<file path="config.mk">
export PLATFORM = sky130hd
export DESIGN_NAME = compression_rate_detector
export DESIGN_NICKNAME = d
export VERILOG_FILES = /design/src/rtl/crd_pkg.sv /design/src/rtl/crd_div.sv /design/src/rtl/compression_rate_detector.sv
export SDC_FILE = /design/constraint.sdc
export NUM_CORES = 1
export LEC_CHECK = 0
export BUFFER_PORTS_ARGS = -buffer_cell sky130_fd_sc_hd__buf_2
export CAP_MARGIN = 20
export CORE_UTILIZATION = 35
export CTS_CLUSTER_DIAMETER = 30
export DETAILED_ROUTE_END_ITERATION = 7
export GPL_TIMING_DRIVEN = 0
export PLACE_DENSITY_LB_ADDON = 0.2
export SLEW_MARGIN = 25
export SYNTH_ARGS = -nofsm -noshare
export SYNTH_HDL_FRONTEND = slang
export SYNTH_SLANG_ARGS = --single-unit
export TNS_END_PERCENT = 30
</file>
<file path="constraint.sdc">
create_clock -name clk -period 7.2 [get_ports clk]
set_input_delay 0.36 -clock clk [delete_from_list [all_inputs] [get_ports clk]]
set_output_delay 0.36 -clock clk [all_outputs]
set_load 0.03 [all_outputs]
</file>
<file path="src/rtl/crd_pkg.sv">
// ----------------------------------------------------------------------------
// crd_pkg: shared constants for the compression rate detector
// Field widths, register indexes, reset values, arithmetic constants and controller state codes.
// ----------------------------------------------------------------------------
package crd_pkg;

  // Field widths
  localparam int SampleW   = 16;
  localparam int TimeW     = 32;
  localparam int ThreshW   = 15;
  localparam int StepW     = 16;
  localparam int LimitW    = 7;
  localparam int RateW     = 16;
  localparam int TotalW    = 16;
  localparam int FallW     = 8;
  localparam int CfgIndexW = 2;
  localparam int CfgDataW  = 16;

  // Dividend is 60000 * limit, at most 60000 * 127
  localparam int DividendW = 23;
  localparam int DivCountW = 5;

  // Stream payload widths, padded to whole bytes
  localparam int InDataW  = 48;
  localparam int OutDataW = 40;

  // Register indexes
  localparam logic [CfgIndexW-1:0] REG_DETECT  = 2'd0;
  localparam logic [CfgIndexW-1:0] REG_RELEASE = 2'd1;
  localparam logic [CfgIndexW-1:0] REG_MAXSTEP = 2'd2;
  localparam logic [CfgIndexW-1:0] REG_LIMIT   = 2'd3;

  // Register reset values
  localparam logic [ThreshW-1:0] DETECT_RST  = 15'd1000;
  localparam logic [ThreshW-1:0] RELEASE_RST = 15'd800;
  localparam logic [StepW-1:0]   MAXSTEP_RST = 16'd300;
  localparam logic [LimitW-1:0]  LIMIT_RST   = 7'd10;

  // Arithmetic constants
  localparam logic [RateW-1:0]  MS_PER_MINUTE = 16'd60000;
  localparam logic [RateW-1:0]  RATE_MAX      = 16'hFFFF;
  localparam logic [TotalW-1:0] TOTAL_MAX     = 16'hFFFF;
  localparam logic [FallW-1:0]  FALL_MAX      = 8'hFF;

  // Controller states
  localparam logic [1:0] ST_IDLE = 2'd0;
  localparam logic [1:0] ST_DIV  = 2'd1;
  localparam logic [1:0] ST_DONE = 2'd2;

endpackage

</file>
<file path="src/rtl/crd_div.sv">
// ----------------------------------------------------------------------------
// crd_div: bit-serial restoring divider for the rate computation
// Produces one quotient bit per cycle and saturates the result to 16 bits.
// ----------------------------------------------------------------------------
module crd_div (
  input  logic                               clk,
  input  logic                               rst,
  input  logic                               start,
  input  logic [crd_pkg::DividendW-1:0]      dividend,
  input  logic [crd_pkg::TimeW-1:0]          divisor,
  output logic                               done,
  output logic [crd_pkg::RateW-1:0]          quotient
);

  logic                            busy;
  logic [crd_pkg::DivCountW-1:0]   count;
  logic [crd_pkg::DividendW-1:0]   shreg;
  logic [crd_pkg::TimeW-1:0]       rem;
  logic [crd_pkg::TimeW-1:0]       dvs;
  logic [crd_pkg::TimeW:0]         trial;
  logic [crd_pkg::TimeW:0]         diff;
  logic                            qbit;

  // Trial subtract of the divisor from the partial remainder
  always_comb begin
    trial = {rem, shreg[crd_pkg::DividendW-1]};
    diff  = trial - {1'b0, dvs};
    qbit  = ~diff[crd_pkg::TimeW];
  end

  // Control: step count and completion pulse
  always_ff @(posedge clk) begin
    if (rst) begin
      busy  <= 1'b0;
      done  <= 1'b0;
      count <= '0;
    end else begin
      done <= 1'b0;
      if (start) begin
        busy  <= 1'b1;
        count <= crd_pkg::DivCountW'(crd_pkg::DividendW);
      end else if (busy) begin
        count <= count - 1'b1;
        if (count == crd_pkg::DivCountW'(1)) begin
          busy <= 1'b0;
          done <= 1'b1;
        end
      end
    end
  end

  // Datapath: dividend shifts out the top while quotient bits shift in
  always_ff @(posedge clk) begin
    if (start) begin
      shreg <= dividend;
      dvs   <= divisor;
      rem   <= '0;
    end else if (busy) begin
      shreg <= {shreg[crd_pkg::DividendW-2:0], qbit};
      rem   <= qbit ? diff[crd_pkg::TimeW-1:0] : trial[crd_pkg::TimeW-1:0];
    end
  end

  // Saturate; a zero divisor yields an all-ones quotient and saturates too
  assign quotient = (|shreg[crd_pkg::DividendW-1:crd_pkg::RateW]) ? crd_pkg::RATE_MAX
                                                                  : shreg[crd_pkg::RateW-1:0];

endmodule

</file>
<file path="src/rtl/compression_rate_detector.sv">
// ----------------------------------------------------------------------------
// compression_rate_detector: chest-compression rate from accelerometer samples
// Tracks falling steps, marks compressions and times a set number of them.
// ----------------------------------------------------------------------------
// Flow: a sample that computes no rate goes from acceptance to ST_DONE, then
// into the output register once the slot is free; one that computes a rate
// first waits in ST_DIV through the 23 divider steps (one quotient bit per cycle).
// One sample at a time: no new sample is accepted until the result is loaded.
// Reset: synchronous rst clears all tracking state and loads register defaults.
module compression_rate_detector (
  input  logic                             clk,
  input  logic                             rst,
  // Configuration write port
  input  logic                             cfg_we,
  input  logic [crd_pkg::CfgIndexW-1:0]    cfg_index,
  input  logic [crd_pkg::CfgDataW-1:0]     cfg_data,
  // Input stream
  input  logic                             s_tvalid,
  output logic                             s_tready,
  input  logic [crd_pkg::InDataW-1:0]      s_tdata,  // accel_sample[15:0], timestamp_ms[47:16]
  // Result stream
  output logic                             m_tvalid,
  input  logic                             m_tready,
  output logic [crd_pkg::OutDataW-1:0]     m_tdata   // compression_seen[0], rate_updated[1],
                                                     // rate_per_minute[17:2],
                                                     // total_compressions[33:18], zero pad
);

  // Configuration registers
  logic [crd_pkg::ThreshW-1:0] detect_threshold;
  logic [crd_pkg::ThreshW-1:0] release_threshold;
  logic [crd_pkg::StepW-1:0]   max_fall_step;
  logic [crd_pkg::LimitW-1:0]  compressions_per_measure;

  // Tracking state
  logic [1:0]                     state;
  logic signed [crd_pkg::SampleW-1:0] previous_sample;
  logic                           in_period;
  logic [crd_pkg::FallW-1:0]      fall_count;
  logic [crd_pkg::LimitW-1:0]     cycle_count;
  logic [crd_pkg::TimeW-1:0]      cycle_start_time;
  logic [crd_pkg::RateW-1:0]      last_rate;
  logic [crd_pkg::TotalW-1:0]     compression_total;
  logic                           res_seen;
  logic                           res_updated;

  // Per-sample decision terms
  logic                           accept;
  logic signed [crd_pkg::SampleW-1:0] now;
  logic [crd_pkg::TimeW-1:0]      ts;
  logic [crd_pkg::SampleW:0]      now_ext;
  logic [crd_pkg::SampleW:0]      mag;
  logic [crd_pkg::SampleW:0]      drop;
  logic                           falling;
  logic                           rising;
  logic                           fall_ok;
  logic                           release_hit;
  logic [crd_pkg::FallW-1:0]      fall_count_next;
  logic                           in_period_mid;
  logic                           seen;
  logic [crd_pkg::LimitW-1:0]     cycle_count_next;
  logic [crd_pkg::LimitW-1:0]     limit;
  logic                           updated;
  logic                           first_of_measure;
  logic [crd_pkg::TimeW-1:0]      start_eff;
  logic [crd_pkg::TimeW-1:0]      elapsed;
  logic [crd_pkg::DividendW-1:0]  dividend;
  logic                           div_done;
  logic [crd_pkg::RateW-1:0]      div_quotient;
  logic                           out_free;

  assign accept   = s_tvalid && s_tready;
  assign s_tready = (state == crd_pkg::ST_IDLE);
  assign out_free = !m_tvalid || m_tready;

  // Classify the sample against the previous one
  always_comb begin
    now     = s_tdata[crd_pkg::SampleW-1:0];
    ts      = s_tdata[crd_pkg::SampleW +: crd_pkg::TimeW];
    now_ext = {now[crd_pkg::SampleW-1], now};
    mag     = now[crd_pkg::SampleW-1] ? ((crd_pkg::SampleW+1)'(0) - now_ext) : now_ext;
    drop    = {previous_sample[crd_pkg::SampleW-1], previous_sample} - now_ext;
    falling = now < previous_sample;
    rising  = now > previous_sample;
    fall_ok = falling
           && (mag > {2'b00, detect_threshold})
           && (drop[crd_pkg::StepW-1:0] < max_fall_step);
    release_hit = !fall_ok && rising && (mag < {2'b00, release_threshold});

    fall_count_next = fall_count;
    in_period_mid   = in_period;
    if (fall_ok) begin
      if (fall_count != crd_pkg::FALL_MAX) fall_count_next = fall_count + 1'b1;
    end else if (release_hit) begin
      fall_count_next = '0;
      in_period_mid   = 1'b0;
    end

    seen             = rising && (fall_count_next != '0) && !in_period_mid;
    cycle_count_next = seen ? cycle_count + 1'b1 : cycle_count;
    limit            = (compressions_per_measure == '0) ? crd_pkg::LimitW'(1)
                                                        : compressions_per_measure;
    updated          = seen && (cycle_count_next >= limit);
    first_of_measure = seen && (cycle_count_next == crd_pkg::LimitW'(1));
    start_eff        = first_of_measure ? ts : cycle_start_time;
    elapsed          = ts - start_eff;
    dividend         = crd_pkg::DividendW'(crd_pkg::MS_PER_MINUTE)
                     * crd_pkg::DividendW'(limit);
  end

  // Rate division
  crd_div u_div (
    .clk      (clk),
    .rst      (rst),
    .start    (accept && updated),
    .dividend (dividend),
    .divisor  (elapsed),
    .done     (div_done),
    .quotient (div_quotient)
  );

  // Configuration writes
  always_ff @(posedge clk) begin
    if (rst) begin
      detect_threshold         <= crd_pkg::DETECT_RST;
      release_threshold        <= crd_pkg::RELEASE_RST;
      max_fall_step            <= crd_pkg::MAXSTEP_RST;
      compressions_per_measure <= crd_pkg::LIMIT_RST;
    end else if (cfg_we) begin
      case (cfg_index)
        crd_pkg::REG_DETECT:  detect_threshold  <= cfg_data[crd_pkg::ThreshW-1:0];
        crd_pkg::REG_RELEASE: release_threshold <= cfg_data[crd_pkg::ThreshW-1:0];
        crd_pkg::REG_MAXSTEP: max_fall_step     <= cfg_data[crd_pkg::StepW-1:0];
        crd_pkg::REG_LIMIT:   compressions_per_measure <= cfg_data[crd_pkg::LimitW-1:0];
        default: ;
      endcase
    end
  end

  // Sequencer and tracking state
  always_ff @(posedge clk) begin
    if (rst) begin
      state             <= crd_pkg::ST_IDLE;
      previous_sample   <= '0;
      in_period         <= 1'b0;
      fall_count        <= '0;
      cycle_count       <= '0;
      cycle_start_time  <= '0;
      last_rate         <= '0;
      compression_total <= '0;
      res_seen          <= 1'b0;
      res_updated       <= 1'b0;
    end else begin
      case (state)
        crd_pkg::ST_IDLE: begin
          if (accept) begin
            previous_sample <= now;
            fall_count      <= fall_count_next;
            in_period       <= seen ? 1'b1 : in_period_mid;
            cycle_count     <= updated ? '0 : cycle_count_next;
            if (first_of_measure) cycle_start_time <= ts;
            if (seen && compression_total != crd_pkg::TOTAL_MAX)
              compression_total <= compression_total + 1'b1;
            res_seen    <= seen;
            res_updated <= updated;
            state       <= updated ? crd_pkg::ST_DIV : crd_pkg::ST_DONE;
          end
        end
        crd_pkg::ST_DIV: begin
          // Hold until the divider finishes, then latch the rate
          if (div_done) begin
            last_rate <= div_quotient;
            state     <= crd_pkg::ST_DONE;
          end
        end
        crd_pkg::ST_DONE: begin
          if (out_free) state <= crd_pkg::ST_IDLE;
        end
        default: state <= crd_pkg::ST_IDLE;
      endcase
    end
  end

  // Output register: load when the result is ready and the slot is free
  always_ff @(posedge clk) begin
    if (rst) begin
      m_tvalid <= 1'b0;
    end else if (state == crd_pkg::ST_DONE && out_free) begin
      m_tvalid <= 1'b1;
    end else if (m_tready) begin
      m_tvalid <= 1'b0;
    end
  end

  always_ff @(posedge clk) begin
    if (state == crd_pkg::ST_DONE && out_free) begin
      m_tdata <= {6'b0, compression_total, last_rate, res_updated, res_seen};
    end
  end

endmodule

</file>
# Yosys cells after proc, flatten, opt, wreduce, memory -nomap -nowiden
# Cells that the tools add are included.
dict set report word_totals {
  regBits 282
  output_inout_bits 42
  word_cells 114
}
dict set report classes {
  n_addsub 8
  mul 1
  magnitude_cmp 6
  eq_ne 12
  muxes 28
  bitwise 2
  reduce_logical 33
}
# cell n
set ops {}
lappend ops {{two-way mux 32 bit} 2}
lappend ops {{two-way mux 23 bit} 2}
lappend ops {{subtractor 33 x 32 -> 33 bit} 1}
lappend ops {{< comparator 16 bit} 2}
lappend ops {{subtractor 32 bit} 1}
lappend ops {{two-way mux 8 bit} 3}
lappend ops {{two-way mux 7 bit} 3}
lappend ops {{multiplier 11 x 7 -> 18 bit, first input constant} 1}
lappend ops {{greater-than comparator 17 x 15 -> 1 bit} 1}
lappend ops {{< comparator 17 x 15 -> 1 bit} 1}
lappend ops {{two-way mux 17 bit} 1}
lappend ops {{subtractor 1 x 16 -> 17 bit, first input constant} 1}
lappend ops {{adder 16 x 1 -> 16 bit, second input constant} 1}
lappend ops {{greater-than comparator 16 bit} 1}
lappend ops {{two-way mux 16 bit} 1}
lappend ops {{!= test 16 bit, second input constant} 1}
lappend ops {{subtractor 16 bit} 1}
lappend ops {{logical AND 1 bit} 12}
lappend ops {{AND reduction 2 bit} 6}
lappend ops {{two-way mux 5 bit} 2}
lappend ops {{two-way mux 1 bit} 9}
lappend ops {{adder 8 x 1 -> 8 bit, second input constant} 1}
lappend ops {{two-way mux 2 bit} 4}
lappend ops {{!= test 8 bit, second input constant} 1}
lappend ops {{other kinds (21)} 31}

# Logic depth before layout (Yosys ltp)
dict set report depth {
  ltp_word 19
  ltp_mapped 28
  depth_no_buf 26
}

# Modules after synthesis
# From an unflattened synthesis, not the netlist that was laid out.
dict set report hier_totals {
  cells_unflattened 2092
  area_unflattened_um2 18445.2
}
# mod n_inst cells_per_inst area_per_inst_um2
set modules_own_cells {}
lappend modules_own_cells {compression_rate_detector 1 1528 12911.1}
lappend modules_own_cells {crd_div 1 564 5534.1}

# Worst setup path before layout
# Ideal clock, no wire load.
dict set report synth_timing {
  path_type {input-to-reg}
  start {input port s_tdata[2] (netlist name)}
  end {register u_div.dvs[28] (netlist name), data pin}
  setup_time_ns 0.136
  t_arrival_ns 5.994
  setup_slack_ns 1.070
  cell_stages 27
  path_buffers 3
  path_cell_list {or4_4 > nor2_4 > nand3_1 > o31ai_1 > xnor2_1 > ha_1 > a21o_1 > a21oi_1 > o21ai_0 > nand2_1 > and3_1 > o211a_1 > buf_6 > nor3_1 > clkbuf_1 > buf_2 > mux2i_1 > fa_1 > a21o_1 > a21o_1 > a21oi_1 > o21a_1 > o21ai_0 > o21ai_0 > o41ai_1 > or4b_2 > nand3_1}
}
dict set report synth_between {
  elab_chain_len 18
}
# item line
set synth_lines {}
lappend synth_lines {{start, declared} compression_rate_detector.sv:20} ;# input logic [crd_pkg::InDataW-1:0] s_tdata,
lappend synth_lines {{subtractor 1 x 16 -> 17 bit} compression_rate_detector.sv:81} ;# mag = now[crd_pkg::SampleW-1] ? ((crd_pkg::SampleW+1)'(0) - now_ext) : now_ext;
lappend synth_lines {{two-way mux 17 bit} compression_rate_detector.sv:81}
lappend synth_lines {{greater-than comparator 17 x 15 -> 1 bit} compression_rate_detector.sv:86} ;# && (mag > {2'b00, detect_threshold})
lappend synth_lines {{logical AND 1 bit} compression_rate_detector.sv:86}
lappend synth_lines {{logical AND 1 bit} compression_rate_detector.sv:87} ;# && (drop[crd_pkg::StepW-1:0] < max_fall_step);
lappend synth_lines {{logical NOT 1 bit} compression_rate_detector.sv:88} ;# release_hit = !fall_ok && rising && (mag < {2'b00, release_threshold});
lappend synth_lines {{logical AND 1 bit (2 in series)} compression_rate_detector.sv:88}
lappend synth_lines {{two-way mux 8 bit} compression_rate_detector.sv:94} ;# end else if (release_hit) begin
lappend synth_lines {{(+2 left out)} n/a}
lappend synth_lines {{logical AND 1 bit} compression_rate_detector.sv:99} ;# seen = rising && (fall_count_next != '0) && !in_period_mid;
lappend synth_lines {{logical AND 1 bit *} compression_rate_detector.sv:99}
lappend synth_lines {{two-way mux 7 bit} compression_rate_detector.sv:100} ;# cycle_count_next = seen ? cycle_count + 1'b1 : cycle_count;
lappend synth_lines {{equality test 7 x 1 -> 1 bit} compression_rate_detector.sv:104} ;# first_of_measure = seen && (cycle_count_next == crd_pkg::LimitW'(1));
lappend synth_lines {{logical AND 1 bit *} compression_rate_detector.sv:104}
lappend synth_lines {{two-way mux 32 bit *} n/a}
lappend synth_lines {{subtractor 32 bit *} compression_rate_detector.sv:106} ;# elapsed = ts - start_eff;
lappend synth_lines {{net elapsed, one bit} compression_rate_detector.sv:66} ;# logic [crd_pkg::TimeW-1:0] elapsed;
lappend synth_lines {{end signal, assigned} crd_div.sv:56} ;# dvs <= divisor;
lappend synth_lines {{end, declared} crd_div.sv:19} ;# logic [crd_pkg::TimeW-1:0] dvs;
# The timed path passes the listed nets; every way through them passes the cells marked *.
# A chain may end at the register's enable or synchronous reset.

# Final worst setup path
dict set report layout_timing {
  start {register previous_sample[0] (netlist name)}
  end {register u_div.dvs[29] (netlist name), data pin}
}
dict set report layout_between {
  elab_chain_len 16
}
# item line
set layout_lines {}
lappend layout_lines {{start, declared} compression_rate_detector.sv:37} ;# logic signed [crd_pkg::SampleW-1:0] previous_sample;
lappend layout_lines {{start signal, assigned} compression_rate_detector.sv:157} ;# previous_sample <= now;
lappend layout_lines {{subtractor 16 bit or < comparator 16 bit (tied branches)} {compression_rate_detector.sv:82, compression_rate_detector.sv:83}}
lappend layout_lines {{< comparator 16 bit or logical AND 1 bit (tied branches)} {compression_rate_detector.sv:87, compression_rate_detector.sv:86}}
lappend layout_lines {{logical AND 1 bit} compression_rate_detector.sv:87}
lappend layout_lines {{logical NOT 1 bit} compression_rate_detector.sv:88}
lappend layout_lines {{logical AND 1 bit (2 in series)} compression_rate_detector.sv:88}
lappend layout_lines {{two-way mux 8 bit} compression_rate_detector.sv:94}
lappend layout_lines {{two-way mux 8 bit} compression_rate_detector.sv:92} ;# if (fall_ok) begin
lappend layout_lines {{nonzero test 8 bit} compression_rate_detector.sv:99}
lappend layout_lines {{logical AND 1 bit} compression_rate_detector.sv:99}
lappend layout_lines {{logical AND 1 bit *} compression_rate_detector.sv:99}
lappend layout_lines {{two-way mux 7 bit} compression_rate_detector.sv:100}
lappend layout_lines {{equality test 7 x 1 -> 1 bit} compression_rate_detector.sv:104}
lappend layout_lines {{logical AND 1 bit *} compression_rate_detector.sv:104}
lappend layout_lines {{two-way mux 32 bit *} n/a}
lappend layout_lines {{subtractor 32 bit *} compression_rate_detector.sv:106}
lappend layout_lines {{net elapsed, one bit} compression_rate_detector.sv:66}
# Marked as above.

==> impl_metrics.sql <==
INSERT INTO impl_metrics (metric_group, metric, value, unit) VALUES
('status', 'status', 'finished, final reports clean', ''),
('timing', 'setup_violations', '0', ''),
('die', 'core-area', '51510', 'sq um'),
('synthesis', 'synthDominantAreaCellType', 'sky130_fd_sc_hd__dfxtp_1', ''),
('detailed_routing', 'drt_iter0_markers', '935', ''),
('worst_hold_path', 'hold_path_class', 'in2reg', ''),
('worst_setup_path', 'crit_slowest_cell', 'sky130_fd_sc_hd__or4_1', ''),
('clock_network', 'htree_num_levels', '3', ''),
('global_route', 'antenna_found_initial', '1', ''),
('worst_setup_path', 'worstReg2RegStart', 'previous_sample[0]$_SDFFE_PP0P_', ''),
('worst_setup_path', 'worst_setup_path_start_kind', 'flip-flop', ''),
('finish', 'num-fill-cells', '5122', ''),
('pwr', 'leakagePower', '9.379', 'nW'),
('global_route', 'first_pass_grt_wire_length', '80.16', 'mm'),
('die', 'die_height', '230.7', 'um'),
('worst_setup_path', 'endpoint_kind', 'flip-flop', ''),
('timing', 'holdWs', '0.03777', 'ns'),
('timing', 'worst_clock_skew', '0.02344', 'ns'),
('synthesis', 'syn-mean-instance-area', '8.596', 'sq um'),
('placement', 'place.gp.congestion', '0.8828', ''),
('clock_network', 'cts_max_path_buffers', '3', ''),
('clock_network', 'cts_tree', 'done', ''),
('synthesis', 'synth.top_cell.area_share', '21.66', '%'),
('global_route', 'largest_net_degree_at_the_start_of_global_routing', '42', ''),
('detailed_routing', 'post_drt_via_cell_ratio', '5.178', ''),
('die', 'io_pins', '113', ''),
('global_route', 'groute.usage.overall', '18.86', '%'),
('clock_network', 'ctsRootBufferMaster', 'sky130_fd_sc_hd__clkbuf_16', ''),
('timing', 'finalHoldViolCount', '0', ''),
('timing', 'min_period', '6.691', 'ns'),
('synthesis', 'synthFlopType', 'sky130_fd_sc_hd__dfxtp_1', ''),
('clock_network', 'worst_skew_pair.late_latency', '0.61', 'ns'),
('finish', 'layout_cells_sized_above_1', '13.08', '%'),
('clock_network', 'numCtsBuffers', '80', ''),
('finish', 'multiInputGateArea', '10770', 'sq um'),
('synthesis', 'synth_sequential_area_ratio', '35.44', '%'),
('finish', 'design.final.nets', '2593', ''),
('worst_setup_path', 'cp.buffers_inverters', '4', ''),
('detailed_routing', 'antenna_left', '0', ''),
('timing', 'timing.slew.headroom', '30.06', '%'),
('die', 'rows', '83', ''),
('placement', 'hpwlAfterDp', '37.69', 'mm'),
('finish', 'syn_to_final_growth', '23.83', '%'),
('die', 'dieArea', '53200', 'sq um'),
('synthesis', 'synth_enable_flop_cells', '84', ''),
('die', 'start_util', '35.53', '%'),
('synthesis', 'post-synth-top-count-cell', 'sky130_fd_sc_hd__nand2_1', ''),
('worst_setup_path', 'critPathRequiredTime', '7.52', 'ns'),
('clock_network', 'clk_pin_slew_worst_paths', '0.04', 'ns'),
('synthesis', 'synth.top_cells.by_count', 'sky130_fd_sc_hd__nand2_1 (256), sky130_fd_sc_hd__a21oi_1 (218), sky130_fd_sc_hd__dfxtp_1 (198)', ''),
('timing', 'worst-slew-pin-transition', '1.049', 'ns'),
('worst_setup_path', 'critPathArrivalTime', '7.01', 'ns'),
('worst_setup_path', 'crit_start', 'previous_sample[0]$_SDFFE_PP0P_', ''),
('synthesis', 'ys_async_sr_fraction', '0', '%'),
('finish', 'layout.cell_area.non_filler', '22660', 'sq um'),
('pwr', 'worst_ir_drop_vdd', '0.0001400', 'V'),
('worst_hold_path', 'hold_path_startpoint', 'cfg_data[14]', ''),
('synthesis', 'ys_seq_elements', '282', ''),
('worst_setup_path', 'cp_top_family', 'compound AO/OA/AOI/OAI gates', ''),
('synthesis', 'post_synth_main_area_contributors', 'sky130_fd_sc_hd__dfxtp_1 (22%), sky130_fd_sc_hd__edfxtp_1 (14%), sky130_fd_sc_hd__ha_1 (12%), sky130_fd_sc_hd__a21oi_1 (6.0%), sky130_fd_sc_hd__nand2_1 (5.3%)', ''),
('worst_setup_path', 'crit_chain', 'inv_1 > ha_1 > fa_1 > nand2b_1 > a21boi_0 > o21ai_0 > a211oi_2 > o2111ai_1 > o211a_1 > buf_6 > nor3_1 > clkbuf_4 > clkbuf_4 > mux2i_1 > ha_1 > a2111oi_0 > o21ai_0 > or3_1 > o2111ai_1 > o211ai_1 > nand2_1 > o211ai_1 > and4b_1 > or4_1', ''),
('die', 'die-width', '230.7', 'um'),
('detailed_routing', 'dr.pass1.iters', '5', ''),
('worst_setup_path', 'critPathKind', 'reg2reg', ''),
('finish', 'sequential_cell_area', '6486', 'sq um'),
('run', 'max_cap_viol_count', '0', ''),
('detailed_routing', 'post-route-drc-count', '0', ''),
('detailed_routing', 'drt_wl_total', '49.92', 'mm'),
('pwr', 'power_density', '289.2', 'nW/um^2'),
('detailed_routing', 'routed_via_count', '15911', ''),
('timing', 'slew_violations', '0', '');
[metal layers]
layer  vias to the layer above  share of wire (%)  track usage [%]
met5                         -              0.026                0
li1                       8020                  -                -
met3                        92                5.2            4.261
met2                       355                 44            29.73
met4                         2                2.5            6.602
met1                      7442                 48            25.21
[worst paths after layout]
kind / slack [ns] / endpoint / cells after the start
max: 0.51 / u_div.dvs[29]$_DFFE_PP_ / 24
min: 0.04 / release_threshold[14]$_SDFFE_PP0P_ / 3
max reg2reg: 0.51 / u_div.dvs[29]$_DFFE_PP_ / 24
min reg2reg: 0.43 / m_tdata[9]$_DFFE_PP_ / 0
[cells by family after synthesis]
logic type      synth area share, %
other cells                 0.02049
mux                           3.863
compound gates                18.64
xor+xnor                      4.451
fa+ha+maj                     14.17
simple gates                  17.48
buf+inv                       5.935
flops                         35.44
[cells in the final DEF (no fill, tap or decap), types with 13 or more instances in the layout]
master                      instances
sky130_fd_sc_hd__fa_1              17
sky130_fd_sc_hd__nor3_1            28
sky130_fd_sc_hd__clkbuf_8          15
sky130_fd_sc_hd__xor2_1            19
sky130_fd_sc_hd__nor4_1            13
sky130_fd_sc_hd__o31ai_1           15
sky130_fd_sc_hd__buf_2            112
sky130_fd_sc_hd__edfxtp_1          84
sky130_fd_sc_hd__a21oi_1          218
sky130_fd_sc_hd__or4_1             14
sky130_fd_sc_hd__a211oi_1          13
sky130_fd_sc_hd__o211ai_1          29
sky130_fd_sc_hd__nand3_1           74
sky130_fd_sc_hd__nor2b_1           20
sky130_fd_sc_hd__ha_1             180
sky130_fd_sc_hd__o221a_2           16
sky130_fd_sc_hd__mux2i_1           65
sky130_fd_sc_hd__or3_1             18
sky130_fd_sc_hd__nand2_1          255
sky130_fd_sc_hd__nand4_1           20
sky130_fd_sc_hd__xnor2_1           74
sky130_fd_sc_hd__dfxtp_1          198
sky130_fd_sc_hd__a21o_1            37
sky130_fd_sc_hd__o21a_1            18
sky130_fd_sc_hd__o21ai_0          116
sky130_fd_sc_hd__a31oi_1           17
sky130_fd_sc_hd__and3_1            25
sky130_fd_sc_hd__clkbuf_16         84
sky130_fd_sc_hd__nor2_1           108
sky130_fd_sc_hd__nand2b_1          29
sky130_fd_sc_hd__clkbuf_1          78
sky130_fd_sc_hd__inv_1            180
[state kept, by name, indices dropped and copies added (netlist names)]
name and count:
compression_total 16, compressions_per_measure 7, cycle_count 7, cycle_start_time 32, detect_threshold 15, fall_count 8, in_period 1, last_rate 16
m_tdata 34, m_tvalid 1, max_fall_step 16, previous_sample 16, release_threshold 15, res_seen 1, res_updated 1, state 2
u_div.busy 1, u_div.count 5, u_div.done 1, u_div.dvs 32, u_div.rem 32, u_div.shreg 23
[timing repair]
item	4_1_cts	5_1_grt
hold buffers	2	0
resized for setup	2	7
setup buffers	0	0
endpoints found under the setup margin	4	67
pin swaps	0	0
hold endpoints to repair	2	0
[worst reg2reg max path, stage by stage, from the launching register on]
cell,delay [ns]
sky130_fd_sc_hd__dfxtp_1,0.32
sky130_fd_sc_hd__inv_1,0.05
sky130_fd_sc_hd__ha_1,0.20
sky130_fd_sc_hd__fa_1,0.41
sky130_fd_sc_hd__nand2b_1,0.16
sky130_fd_sc_hd__a21boi_0,0.22
sky130_fd_sc_hd__o21ai_0,0.21
sky130_fd_sc_hd__a211oi_2,0.36
sky130_fd_sc_hd__o2111ai_1,0.23
sky130_fd_sc_hd__o211a_1,0.23
sky130_fd_sc_hd__buf_6,0.17
sky130_fd_sc_hd__nor3_1,0.17
sky130_fd_sc_hd__clkbuf_4,0.31
sky130_fd_sc_hd__clkbuf_4,0.31
sky130_fd_sc_hd__mux2i_1,0.22
sky130_fd_sc_hd__ha_1,0.31
sky130_fd_sc_hd__a2111oi_0,0.41
sky130_fd_sc_hd__o21ai_0,0.20
sky130_fd_sc_hd__or3_1,0.36
sky130_fd_sc_hd__o2111ai_1,0.36
sky130_fd_sc_hd__o211ai_1,0.20
sky130_fd_sc_hd__nand2_1,0.16
sky130_fd_sc_hd__o211ai_1,0.15
sky130_fd_sc_hd__and4b_1,0.21
sky130_fd_sc_hd__or4_1,0.50
[final cells by class]
type / count / area share [%]
clock inverter: 43 / 2.391
clock buffer: 107 / 10.32
sequential: 282 / 28.62
timing repair buffer: 109 / 2.551
buffer: 95 / 1.811
tap: 680 / 3.754
multi-input combinational: 1575 / 47.54
inverter: 182 / 3.015
[report_power, final]
part | internal [W] | total, W | leakage, nW | switching [W]
registers | 0.00172 | 0.00177 | 2.39 | 0.0000503
logic | 0.000447 | 0.00110 | 5.59 | 0.000655
clock network | 0.00257 | 0.00369 | 1.40 | 0.00111
[through the flow]
stage               setup WS (ns)  utilization [%]  setup TNS, ns  power (W)  instances
detailed placement        -0.7377            38.30         -3.656   0.002885       2921
finish                     0.5091            44.00              0   0.006553       3073
CTS                       0.04197            43.95              0   0.006620       3073
floorplan                   1.070                -              0   0.002587       2134
global placement          -0.6354            38.25         -2.422   0.002865       2920
global route              -0.1432            44.00        -0.1432   0.006853       3073
Power figures use the tool's default switching activity.
